`src/design/plen_pkg.sv`:
```
// Shared constants, types and helpers for the positional list engine.
`default_nettype none

package plen_pkg;

    localparam int CAPACITY   = 16;
    localparam int DATA_WIDTH = 32;

    localparam int LEN_W = $clog2(CAPACITY + 1);
    localparam int IDX_W = $clog2(CAPACITY);
    localparam int CMP_W = ((LEN_W > 8) ? LEN_W : 8) + 1;

    localparam int OPCODE_W = 3;
    localparam int VALUE_W  = 32;
    localparam int POS_W    = 8;
    localparam int STATUS_W = 2;
    localparam int ELEM_W   = 32;
    localparam int EIDX_W   = 5;
    localparam int COUNT_W  = 5;

    typedef enum logic [OPCODE_W-1:0] {
        OP_INS_FRONT = 3'd0,
        OP_INS_BACK  = 3'd1,
        OP_INS_POS   = 3'd2,
        OP_DEL_FRONT = 3'd3,
        OP_DEL_BACK  = 3'd4,
        OP_DEL_POS   = 3'd5,
        OP_DUMP      = 3'd6,
        OP_NOP       = 3'd7
    } opcode_t;

    typedef enum logic [STATUS_W-1:0] {
        ST_DONE  = 2'd0,
        ST_RANGE = 2'd1,
        ST_EMPTY = 2'd2,
        ST_FULL  = 2'd3
    } status_t;

    typedef enum logic {
        S_IDLE = 1'b0,
        S_DUMP = 1'b1
    } state_t;

    // controller -> datapath
    typedef struct packed {
        logic exec;
        logic dump_step;
    } cmd_t;

    // datapath -> controller
    typedef struct packed {
        logic out_valid;
        logic dump_multi;
        logic dump_at_last;
    } sts_t;

    function automatic logic [COUNT_W-1:0] to_field5(input logic [63:0] x);
        to_field5 = x[COUNT_W-1:0];
    endfunction

endpackage

`default_nettype wire

```
`src/design/plen_ctrl.sv`:
```
// Controller state machine: sequences operations and dump transactions.
`default_nettype none

module plen_ctrl
(
    input  wire logic           clk,
    input  wire logic           rst_n,
    input  wire logic           in_valid,
    input  wire logic           out_stall,
    input  wire plen_pkg::sts_t sts,
    output plen_pkg::cmd_t      cmd,
    output logic                in_stall
);

    plen_pkg::state_t state_reg;
    plen_pkg::state_t state_next;
    logic             can_load;

    assign can_load = !sts.out_valid || !out_stall;

    always_ff @(posedge clk or negedge rst_n)
    begin
        if (!rst_n)
        begin
            state_reg <= plen_pkg::S_IDLE;
        end
        else
        begin
            state_reg <= state_next;
        end
    end

    always_comb
    begin
        state_next    = state_reg;
        cmd.exec      = 1'b0;
        cmd.dump_step = 1'b0;
        in_stall      = 1'b1;
        unique case (state_reg)
            plen_pkg::S_IDLE:
            begin
                in_stall = !can_load;
                cmd.exec = in_valid && can_load;
                if (cmd.exec && sts.dump_multi)
                begin
                    state_next = plen_pkg::S_DUMP;
                end
            end
            plen_pkg::S_DUMP:
            begin
                cmd.dump_step = can_load;
                if (can_load && sts.dump_at_last)
                begin
                    state_next = plen_pkg::S_IDLE;
                end
            end
            default:
            begin
                state_next = plen_pkg::S_IDLE;
            end
        endcase
    end

endmodule

`default_nettype wire

```
`src/design/plen_dp.sv`:
```
// Datapath: shifting cells, element count, dump index and output register.
`default_nettype none

module plen_dp
(
    input  wire logic                                clk,
    input  wire logic                                rst_n,
    input  wire logic [plen_pkg::OPCODE_W-1:0]       opcode,
    input  wire logic [plen_pkg::VALUE_W-1:0]        value,
    input  wire logic [plen_pkg::POS_W-1:0]          position,
    input  wire plen_pkg::cmd_t                      cmd,
    input  wire logic                                out_stall,
    output plen_pkg::sts_t                           sts,
    output logic                                     out_valid,
    output logic [plen_pkg::STATUS_W-1:0]            status,
    output logic [plen_pkg::ELEM_W-1:0]              element,
    output logic [plen_pkg::EIDX_W-1:0]              element_index,
    output logic [plen_pkg::COUNT_W-1:0]             count,
    output logic                                     is_empty,
    output logic                                     last
);

    localparam int CAP   = plen_pkg::CAPACITY;
    localparam int DW    = plen_pkg::DATA_WIDTH;
    localparam int LEN_W = plen_pkg::LEN_W;
    localparam int IDX_W = plen_pkg::IDX_W;
    localparam int CMP_W = plen_pkg::CMP_W;

    logic [DW-1:0]    cells_reg [CAP];
    logic [DW-1:0]    cells_next [CAP];
    logic [LEN_W-1:0] length_reg;
    logic [LEN_W-1:0] length_next;
    logic [IDX_W-1:0] idx_reg;
    logic [IDX_W-1:0] idx_next;

    logic                       out_valid_reg;
    logic                       out_valid_next;
    plen_pkg::status_t          status_reg;
    plen_pkg::status_t          status_next;
    logic [plen_pkg::ELEM_W-1:0]  element_reg;
    logic [plen_pkg::ELEM_W-1:0]  element_next;
    logic [plen_pkg::EIDX_W-1:0]  eidx_reg;
    logic [plen_pkg::EIDX_W-1:0]  eidx_next;
    logic [plen_pkg::COUNT_W-1:0] count_reg;
    logic [plen_pkg::COUNT_W-1:0] count_next;
    logic                       empty_reg;
    logic                       empty_next;
    logic                       last_reg;
    logic                       last_next;

    plen_pkg::opcode_t op;
    plen_pkg::status_t op_status;
    logic [CMP_W-1:0]  len_c;
    logic [CMP_W-1:0]  pos_c;
    logic [CMP_W-1:0]  at_c;
    logic              ins_req;
    logic              del_req;
    logic              list_full;
    logic              list_empty;
    logic              do_ins;
    logic              do_del;
    logic [63:0]       value_wide;
    logic [DW-1:0]     ins_data;
    logic [63:0]       head_wide;
    logic [63:0]       sel_wide;

    assign op         = plen_pkg::opcode_t'(opcode);
    assign len_c      = CMP_W'(length_reg);
    assign pos_c      = CMP_W'(position);
    assign list_full  = (length_reg == LEN_W'(CAP));
    assign list_empty = (length_reg == '0);
    assign value_wide = 64'(value);
    assign ins_data   = value_wide[DW-1:0];
    assign head_wide  = 64'(cells_reg[0]);
    assign sel_wide   = 64'(cells_reg[idx_reg]);

    // Decode the operation: where it acts and whether it is legal.
    always_comb
    begin
        ins_req   = 1'b0;
        del_req   = 1'b0;
        at_c      = '0;
        op_status = plen_pkg::ST_DONE;
        unique case (op) inside
            plen_pkg::OP_INS_FRONT:
            begin
                ins_req = 1'b1;
            end
            plen_pkg::OP_INS_BACK:
            begin
                ins_req = 1'b1;
                at_c    = len_c;
            end
            plen_pkg::OP_INS_POS:
            begin
                if (pos_c == '0 || pos_c > len_c + CMP_W'(1))
                begin
                    op_status = plen_pkg::ST_RANGE;
                end
                else
                begin
                    ins_req = 1'b1;
                    at_c    = pos_c - CMP_W'(1);
                end
            end
            plen_pkg::OP_DEL_FRONT:
            begin
                if (list_empty)
                begin
                    op_status = plen_pkg::ST_EMPTY;
                end
                else
                begin
                    del_req = 1'b1;
                end
            end
            plen_pkg::OP_DEL_BACK:
            begin
                if (list_empty)
                begin
                    op_status = plen_pkg::ST_EMPTY;
                end
                else
                begin
                    del_req = 1'b1;
                    at_c    = len_c - CMP_W'(1);
                end
            end
            plen_pkg::OP_DEL_POS:
            begin
                if (list_empty)
                begin
                    op_status = plen_pkg::ST_EMPTY;
                end
                else if (pos_c == '0 || pos_c > len_c)
                begin
                    op_status = plen_pkg::ST_RANGE;
                end
                else
                begin
                    del_req = 1'b1;
                    at_c    = pos_c - CMP_W'(1);
                end
            end
            plen_pkg::OP_DUMP,
            plen_pkg::OP_NOP:
            begin
                op_status = plen_pkg::ST_DONE;
            end
            default:
            begin
                op_status = plen_pkg::ST_DONE;
            end
        endcase
        if (ins_req && list_full)
        begin
            op_status = plen_pkg::ST_FULL;
        end
    end

    assign do_ins = cmd.exec && ins_req && !list_full;
    assign do_del = cmd.exec && del_req;

    // Each cell picks from itself, its lower or upper neighbor, or the new value.
    for (genvar g = 0; g < CAP; g++)
    begin : g_cell
        always_comb
        begin
            cells_next[g] = cells_reg[g];
            if (do_ins)
            begin
                if (CMP_W'(g) == at_c)
                begin
                    cells_next[g] = ins_data;
                end
                else if (g > 0 && CMP_W'(g) > at_c)
                begin
                    cells_next[g] = cells_reg[(g > 0) ? g - 1 : 0];
                end
            end
            else if (do_del)
            begin
                if (g < CAP - 1 && CMP_W'(g) >= at_c)
                begin
                    cells_next[g] = cells_reg[(g < CAP - 1) ? g + 1 : g];
                end
            end
        end
    end

    always_ff @(posedge clk)
    begin
        for (int i = 0; i < CAP; i++)
        begin
            cells_reg[i] <= cells_next[i];
        end
    end

    always_comb
    begin
        length_next = length_reg;
        if (do_ins)
        begin
            length_next = length_reg + LEN_W'(1);
        end
        else if (do_del)
        begin
            length_next = length_reg - LEN_W'(1);
        end
    end

    always_comb
    begin
        idx_next = idx_reg;
        if (cmd.exec)
        begin
            idx_next = IDX_W'(1);
        end
        else if (cmd.dump_step)
        begin
            idx_next = idx_reg + IDX_W'(1);
        end
    end

    always_ff @(posedge clk or negedge rst_n)
    begin
        if (!rst_n)
        begin
            length_reg    <= '0;
            idx_reg       <= '0;
            out_valid_reg <= 1'b0;
        end
        else
        begin
            length_reg    <= length_next;
            idx_reg       <= idx_next;
            out_valid_reg <= out_valid_next;
        end
    end

    // Output register: load on an operation or a dump step; else hold, valid only under stall.
    always_comb
    begin
        out_valid_next = out_valid_reg && out_stall;
        status_next    = status_reg;
        element_next   = element_reg;
        eidx_next      = eidx_reg;
        count_next     = count_reg;
        empty_next     = empty_reg;
        last_next      = last_reg;
        if (cmd.exec)
        begin
            out_valid_next = 1'b1;
            status_next    = op_status;
            element_next   = '0;
            eidx_next      = '0;
            count_next     = plen_pkg::to_field5(64'(length_next));
            empty_next     = 1'b0;
            last_next      = 1'b1;
            if (op == plen_pkg::OP_DUMP)
            begin
                if (list_empty)
                begin
                    empty_next = 1'b1;
                end
                else
                begin
                    element_next = head_wide[plen_pkg::ELEM_W-1:0];
                    eidx_next    = plen_pkg::to_field5(64'd1);
                    last_next    = (length_reg == LEN_W'(1));
                end
            end
        end
        else if (cmd.dump_step)
        begin
            out_valid_next = 1'b1;
            status_next    = plen_pkg::ST_DONE;
            element_next   = sel_wide[plen_pkg::ELEM_W-1:0];
            eidx_next      = plen_pkg::to_field5(64'(idx_reg) + 64'd1);
            count_next     = plen_pkg::to_field5(64'(length_reg));
            empty_next     = 1'b0;
            last_next      = sts.dump_at_last;
        end
    end

    always_ff @(posedge clk)
    begin
        status_reg  <= status_next;
        element_reg <= element_next;
        eidx_reg    <= eidx_next;
        count_reg   <= count_next;
        empty_reg   <= empty_next;
        last_reg    <= last_next;
    end

    assign sts.out_valid    = out_valid_reg;
    assign sts.dump_multi   = (op == plen_pkg::OP_DUMP) && (length_reg > LEN_W'(1));
    assign sts.dump_at_last = ((CMP_W'(idx_reg) + CMP_W'(1)) == len_c);

    assign out_valid     = out_valid_reg;
    assign status        = status_reg;
    assign element       = element_reg;
    assign element_index = eidx_reg;
    assign count         = count_reg;
    assign is_empty      = empty_reg;
    assign last          = last_reg;

    a_len_bound: assert property (@(posedge clk) disable iff (!rst_n)
        length_reg <= LEN_W'(CAP))
        else $error("element count exceeds capacity");

    a_cmd_excl: assert property (@(posedge clk) disable iff (!rst_n)
        cmd.dump_step |-> !cmd.exec)
        else $error("dump step and new operation in the same cycle");

    a_dump_idx: assert property (@(posedge clk) disable iff (!rst_n)
        cmd.dump_step |-> (CMP_W'(idx_reg) < len_c))
        else $error("dump index past the end of the list");

    a_ins_grow: assert property (@(posedge clk) disable iff (!rst_n)
        do_ins |=> (length_reg == $past(length_reg) + LEN_W'(1)))
        else $error("insert did not grow the list");

    a_dump_frozen: assert property (@(posedge clk) disable iff (!rst_n)
        cmd.dump_step |=> $stable(length_reg))
        else $error("list changed during a dump");

endmodule

`default_nettype wire

```
`src/design/positional_list_engine_core.sv`:
```
// Top level of the positional list engine: controller plus datapath.
`default_nettype none

//  channel  | handshake                 | payload
//  ---------+---------------------------+-------------------------------------------
//  input    | in_valid / in_stall       | opcode, value, position
//  output   | out_valid / out_stall     | status, element, element_index, count,
//           |                           | is_empty, last
//
// Insert, delete and no-op: all cells pick their next value in
// parallel, so the list is updated in the accept cycle. A dump of n elements
// gives n transactions, cell 0 first, then the single read mux on the cells,
// with the input stalled after the first; an empty dump gives one transaction.
// Reset (rst_n low, asynchronous) empties the list; cell contents are not cleared.
// The output register reloads in the cycle its transaction is taken; while a
// result waits under out_stall, hold in_stall high.

module positional_list_engine_core
(
    input  wire logic                           clk,
    input  wire logic                           rst_n,

    input  wire logic                           in_valid,
    output logic                                in_stall,
    input  wire logic [plen_pkg::OPCODE_W-1:0]  opcode,
    input  wire logic [plen_pkg::VALUE_W-1:0]   value,
    input  wire logic [plen_pkg::POS_W-1:0]     position,

    output logic                                out_valid,
    input  wire logic                           out_stall,
    output logic [plen_pkg::STATUS_W-1:0]       status,
    output logic [plen_pkg::ELEM_W-1:0]         element,
    output logic [plen_pkg::EIDX_W-1:0]         element_index,
    output logic [plen_pkg::COUNT_W-1:0]        count,
    output logic                                is_empty,
    output logic                                last
);

    // Command and status between the sequencer and the datapath.
    plen_pkg::cmd_t cmd;
    plen_pkg::sts_t sts;

    // Sequencer: accept a transaction, or advance a dump one element.
    plen_ctrl u_ctrl
    (
        .clk       (clk),
        .rst_n     (rst_n),
        .in_valid  (in_valid),
        .out_stall (out_stall),
        .sts       (sts),
        .cmd       (cmd),
        .in_stall  (in_stall)
    );

    // Datapath: shift cells on insert/delete, hold the count, drive results.
    plen_dp u_dp
    (
        .clk           (clk),
        .rst_n         (rst_n),
        .opcode        (opcode),
        .value         (value),
        .position      (position),
        .cmd           (cmd),
        .out_stall     (out_stall),
        .sts           (sts),
        .out_valid     (out_valid),
        .status        (status),
        .element       (element),
        .element_index (element_index),
        .count         (count),
        .is_empty      (is_empty),
        .last          (last)
    );

endmodule

`default_nettype wire
```
`config.mk`:
```
export PLATFORM = sky130hd
export DESIGN_NAME = positional_list_engine_core
export DESIGN_NICKNAME = d
export VERILOG_FILES = /design/src/design/plen_pkg.sv /design/src/design/plen_ctrl.sv /design/src/design/plen_dp.sv /design/src/design/positional_list_engine_core.sv
export SDC_FILE = /design/constraint.sdc
export NUM_CORES = 2
export LEC_CHECK = 0
export ABC_AREA = 1
export BUFFER_PORTS_ARGS = -buffer_cell sky130_fd_sc_hd__buf_2
export CAP_MARGIN = 20
export CORE_AREA = 4 4 294 324
export DETAILED_ROUTE_END_ITERATION = 10
export DIE_AREA = 0 0 298 328
export PLACE_DENSITY_LB_ADDON = 0.2
export SLEW_MARGIN = 15
export SYNTH_ARGS = -nofsm -noshare
export SYNTH_HDL_FRONTEND = slang
export SYNTH_SLANG_ARGS = --single-unit
```
`constraint.sdc`:
```
create_clock -name clk -period 11.16 [get_ports clk]
set_input_delay 0.558 -clock clk [delete_from_list [all_inputs] [get_ports clk]]
set_output_delay 0.558 -clock clk [all_outputs]
set_load 0.005 [all_outputs]
```
# --- Yosys cells after proc, flatten, opt, wreduce, memory -nomap -nowiden ---
# Memories as Yosys holds them, arrays and structs flattened.
# Index checks and enable logic that the tools add are counted.
# W data, S select, Z words.
classes:
  eq_ne: 24
  reduce_logical: 23
  n_addsub: 8
  mux: 126
  n_bitwise: 1
  magnitude_cmp: 33
op_table:
  columns: ["operator", "n"]
  rows:
  - ["$mux W32", 81]
  - ["$eq A4 B9 Y1 const A", 8]
  - ["$gt A4 B9 Y1 const A", 8]
  - ["$ge A4 B9 Y1 const A", 7]
  - ["$eq A3 B9 Y1 const A", 4]
  - ["$ge A3 B9 Y1 const A", 4]
  - ["$gt A3 B9 Y1 const A", 4]
  - ["$mux W9", 4]
  - ["$pmux W9 S4", 1]
  - ["$mux W5", 7]
  - ["$mux W1", 22]
  - ["$eq A2 B9 Y1 const A", 2]
  - ["$ge A1 B9 Y1 const A", 2]
  - ["$ge A2 B9 Y1 const A", 2]
  - ["$gt A2 B9 Y1 const A", 2]
  - ["$logic_not A9 Y1", 2]
  - ["$add A4 B1 Y5 const B", 2]
  - ["$mux W2", 5]
  - ["$eq A1 B9 Y1 const A", 1]
  - ["$eq A3 B3 Y1 const B", 3]
  - ["$eq A9 B5 Y1", 1]
  - ["$gt A1 B9 Y1 const A", 1]
  - ["$gt A8 B9 Y1", 1]
  - ["$logic_and A1 B1 Y1", 9]
  - ["22 further kinds", 32]
totals:
  mem_count: 1
  ramBits: 512
  elab_cells: 226
  regBits: 57
  output_inout_bits: 48
memory_table:
  columns: ["memory", "words", "word_bits", "rd", "rd_clocked_by_memory_dff", "wr", "line_no", "source"]
  rows:
  - ["u_dp.cells_reg", 16, 32, 17, 0, 16, "plen_dp.sv:29", "logic [DW-1:0] cells_reg [CAP];"]

# --- Logic depth before layout (Yosys ltp) ---
logic_depth:
  depth_word: 9
  ltp_mapped: 24
  mapped_depth_nobuf: 22

# --- By module ---
# A second synthesis with hierarchy kept.
unflattened:
  hier_cells: 4808
  hier_area_um2: 35849.4
modules_own_cells:
  columns: ["module", "seq_area_each_um2", "cells_each", "area_per_inst_um2", "instances"]
  rows:
  - ["plen_dp", 17006.3, 4797, 35778.1, 1]
  - ["plen_ctrl", 25.0, 11, 71.3, 1]

# --- Worst setup path after synthesis ---
# Ideal clock, no wire load.
synth_timing:
  path_kind: "register to register"
  start: "register u_dp.length_reg[0] (netlist name)"
  end: "memory u_dp.cells_reg[0][0] in the netlist's numbering (enable)"
  path_slack_ns: 5.892
  period_less_slack_ns: 5.268
  t_arrival_ns: 4.806
  setup_ns: 0.461
  t_required_ns: 10.699
  stages_incl_launch_ff: 22
  path_cell_list: "dfrtp_1 > inv_1 > nor3_1 > nand3_1 > ha_1 > inv_1 > nor2_1 > nand2_1 > inv_1 > nand2_1 > nand2_1 > nand2_1 > nand3_2 > nand2_4 > nand2_1 > nand2_2 > inv_4 > nand2_1 > nor2_4 > buf_2 > inv_2 > nor3_1"
synth_lines:
  columns: ["item", "line_no"]
  rows:
  - ["end: declaration", "plen_dp.sv:29"]

==> flow_summary.yaml <==
logic_synthesis:
  synthCells: 4931
  synthXorXnorAreaFrac_pct: 0.360
  ys_seq_area_share_pct: 46.6
  synth-compound-area-share_pct: 9.36
  syn_nets: 4993
  ys_ff_latch: 569
  synthAdderAreaFrac_pct: 0.514
  yosys-top-cells-area: "edfxtp_1 46%, nand2_1 16%, nand3_1 13%"
  synth_top_family_by_area: "simple AND/OR/NAND/NOR gates"
  synth_top_area_share_pct: 45.9
  post_synth.cell_area_avg_um2: 7.41
  yosys_warnings: 0
  muxShareOfSynthArea_pct: 0
  yosys.area_share.simple_pct: 32.5
  synth_area_um2: 36500
  synth_cell_types: 36
  yosysTopAreaCell: "edfxtp_1"
placed_design:
  placement.io_buffers: 94
  place.gp.congestion: 0.845
  place_hpwl_um: 76600
  placedCellCount: 5877
setup_path:
  worstPathRequired_ps: 11410
  worstSetupStartpointType: "register"
  rr_worst_depth: 23
  crit_path_end_kind: "register"
  crit_type: "register to register"
  r2r_end: "u_dp.cells_reg[2][8]$_DFFE_PP_"
  critPathMaxFanout: 68
  worstSetupStartpoint: "u_dp.length_reg[2]$_DFF_PN0_"
  critical_path.endpoint: "u_dp.cells_reg[2][8]$_DFFE_PP_"
  worstReg2RegStart: "u_dp.length_reg[2]$_DFF_PN0_"
  arrival_ps: 6450
  reg2reg_setup_slack_ps: 4960
cells_and_area:
  final_cell_mix: "1,551 x nand2_1, 974 x nand3_1, 558 x edfxtp_1"
  drive_above_1_share_pct: 6.55
  fin_cells: 5996
  antennaDiodeCount: 0
  nets: 4821
  layout_commonest_cell: "nand2_1"
  syn_to_final_growth_pct: 8.24
  largest_reg_flops: 512
cts:
  cts_resized: 0
  cts_tree: "built"
  h-tree-depth: 3
  postCtsHoldBufs: 1
  cts_root_buffer: "clkbuf_16"
  cts_buffers: 68
  post-cts-setup-buffers: 0
  clock_path_buffers: 3
  clk_pin_slew_ps: 70
  clkLatencyLatePin_ps: 620
  clock_sinks: 569
sta:
  hold_violations: 0
  worst_pin_slew_ps: 1100
  fin_crit_sh_pct: 55.5
  max_freq_mhz: 161
  fin_setup_tns_ps: 0
  setup_viol: 0
  maxSlewViolCount: 0
  grt_setup_unrepaired: "false"
  slew_headroom_pct: 27.0
  finalCriticalPeriod_ps: 6200
  skew_ps: 22.6
route:
  ant_nets: 0
  drt_wl_total_um: 124000
  vias: 33400
  drt_pre_antenna_iters: 6
  routedWlPerCell_um: 20.7
  vias_per_cell: 5.57
  drt-initial-drc-count: 4178
  drc: 0
global_routing:
  grt_pass1_wl_um: 191000
  grt_pass1_vias: 30700
  antenna_found_initial: 0
  grt.overflow.total: 0
  global_route.usage.total_pct: 24.5
  grt_max_degree: 190
power:
  ir_drop_mv: 0.229
  combPwrFrac_pct: 39.4
  power_switching_w: 0.00367
  p_leak_nw: 17.7
  p_int_w: 0.00494
  powerDensity_nw_per_um2: 218
  pwr-share-clk_pct: 25.4
  seqPwrFrac_pct: 35.2
  swShare_pct: 42.7
floorplanning:
  start_util_pct: 39.6
  die_width_um: 298
  die_area_um2: 97700
  fp.dieH_um: 328
  rows: 117
  core_um2: 92200
  ios: 95
flow_run:
  drv_cap: 0
worst_hold_path:
  min_path_type: "input port to register"
outcome:
  status: "finished, final reports clean"
## layer usage
layer  wire (um)  track usage [%]  vias up  part of all wire (%)
met3       11300             4.77      141                   9.1
met2       54100             37.7     1482                    44
met4        1770             4.88        0                   1.4
met5           0                0        -                     0
met1       56800             36.0    15700                    46
li1            -                -    16100                     -
## worst min-delay path by stage
stage | start | endpoint | slack, ps | depth (start not counted)
floorplan | rst_n | u_ctrl.state_reg$_DFF_PN0_ | 260 | 0
global placement | rst_n | u_dp.length_reg[1]$_DFF_PN0_ | 490 | 1
detailed placement | rst_n | u_dp.length_reg[1]$_DFF_PN0_ | 470 | 1
CTS | out_stall | u_dp.out_valid$_DFF_PN0_ | 180 | 3
global route | out_stall | u_dp.out_valid$_DFF_PN0_ | 210 | 3
finish | out_stall | u_dp.out_valid$_DFF_PN0_ | 210 | 3
## cell type report
| class | instances | area, um2 |
|---|---|---|
| repair buffers | 166 | 1130 |
| multi-input cells | 3419 | 15800 |
| fillers | 9420 | 52700 |
| well taps | 1190 | 1490 |
| flip-flops and latches | 569 | 17000 |
| inverters | 535 | 2020 |
| clock inverters | 31 | 244 |
| clock buffers | 86 | 1830 |
## power by group through the flow
stage | Combinational [W] | Clock (W) | Sequential, W
after floorplan | 0.00229 | 0 | 0.00297
after global placement | 0.00330 | 0 | 0.00306
after detailed placement | 0.00333 | 0 | 0.00307
after CTS | 0.00333 | 0.00222 | 0.00303
after global routing | 0.00373 | 0.00230 | 0.00306
final | 0.00340 | 0.00218 | 0.00303
## worst max-delay path, stage by stage, from the launching register on
cell,delay (ps)
dfrtp_1,600
inv_1,180
nor3_1,320
nand3_1,120
ha_1,290
inv_1,40
nor2_1,100
nand2_1,60
inv_1,60
nand2_1,50
nand2_1,50
nand2_1,100
nand3_2,110
nand2_4,90
nand2_1,110
nand2_4,460
inv_2,270
nand2_1,110
nor2_4,610
buf_4,850
nand2_1,100
buf_4,310
a21oi_4,190
buf_4,530
## per-stage QoR
stage	total power [W]	hold slack (ps)	setup WS (ps)	cell area, um2	util, %
after floorplan	0.00526	262	5890	36500	-
after CTS	0.00858	175	5010	39500	42.8
final	0.00861	207	4960	39500	42.9
after detailed placement	0.00639	475	5040	37400	40.6
after global placement	0.00637	486	5030	37300	40.5
after global routing	0.00910	212	4540	39500	42.9
## cells by family after synthesis
kind of cell,Yosys count
AOI/OAI and AO/OA,664
xor gates and xnor gates,15
adders and majority gates,15
buffers and inverters,943
DFF,569
and+or+nand+nor,2725
## synthesized netlist by cell type (all sizes together)
library cell	instances
a21oi	246
a22oi	2
buf	193
clkbuf	215
clkinv	4
dfrtp	11
edfxtp	558
ha	15
inv	531
nand2	1560
nand3	975
nand3b	1
nand4	107
nor2	72
nor3	6
o211ai	32
o21ai	383
o21bai	1
or2	3
or4	1
xnor2	3
xor2	12
Note: power is estimated with default switching activity, not from simulation.
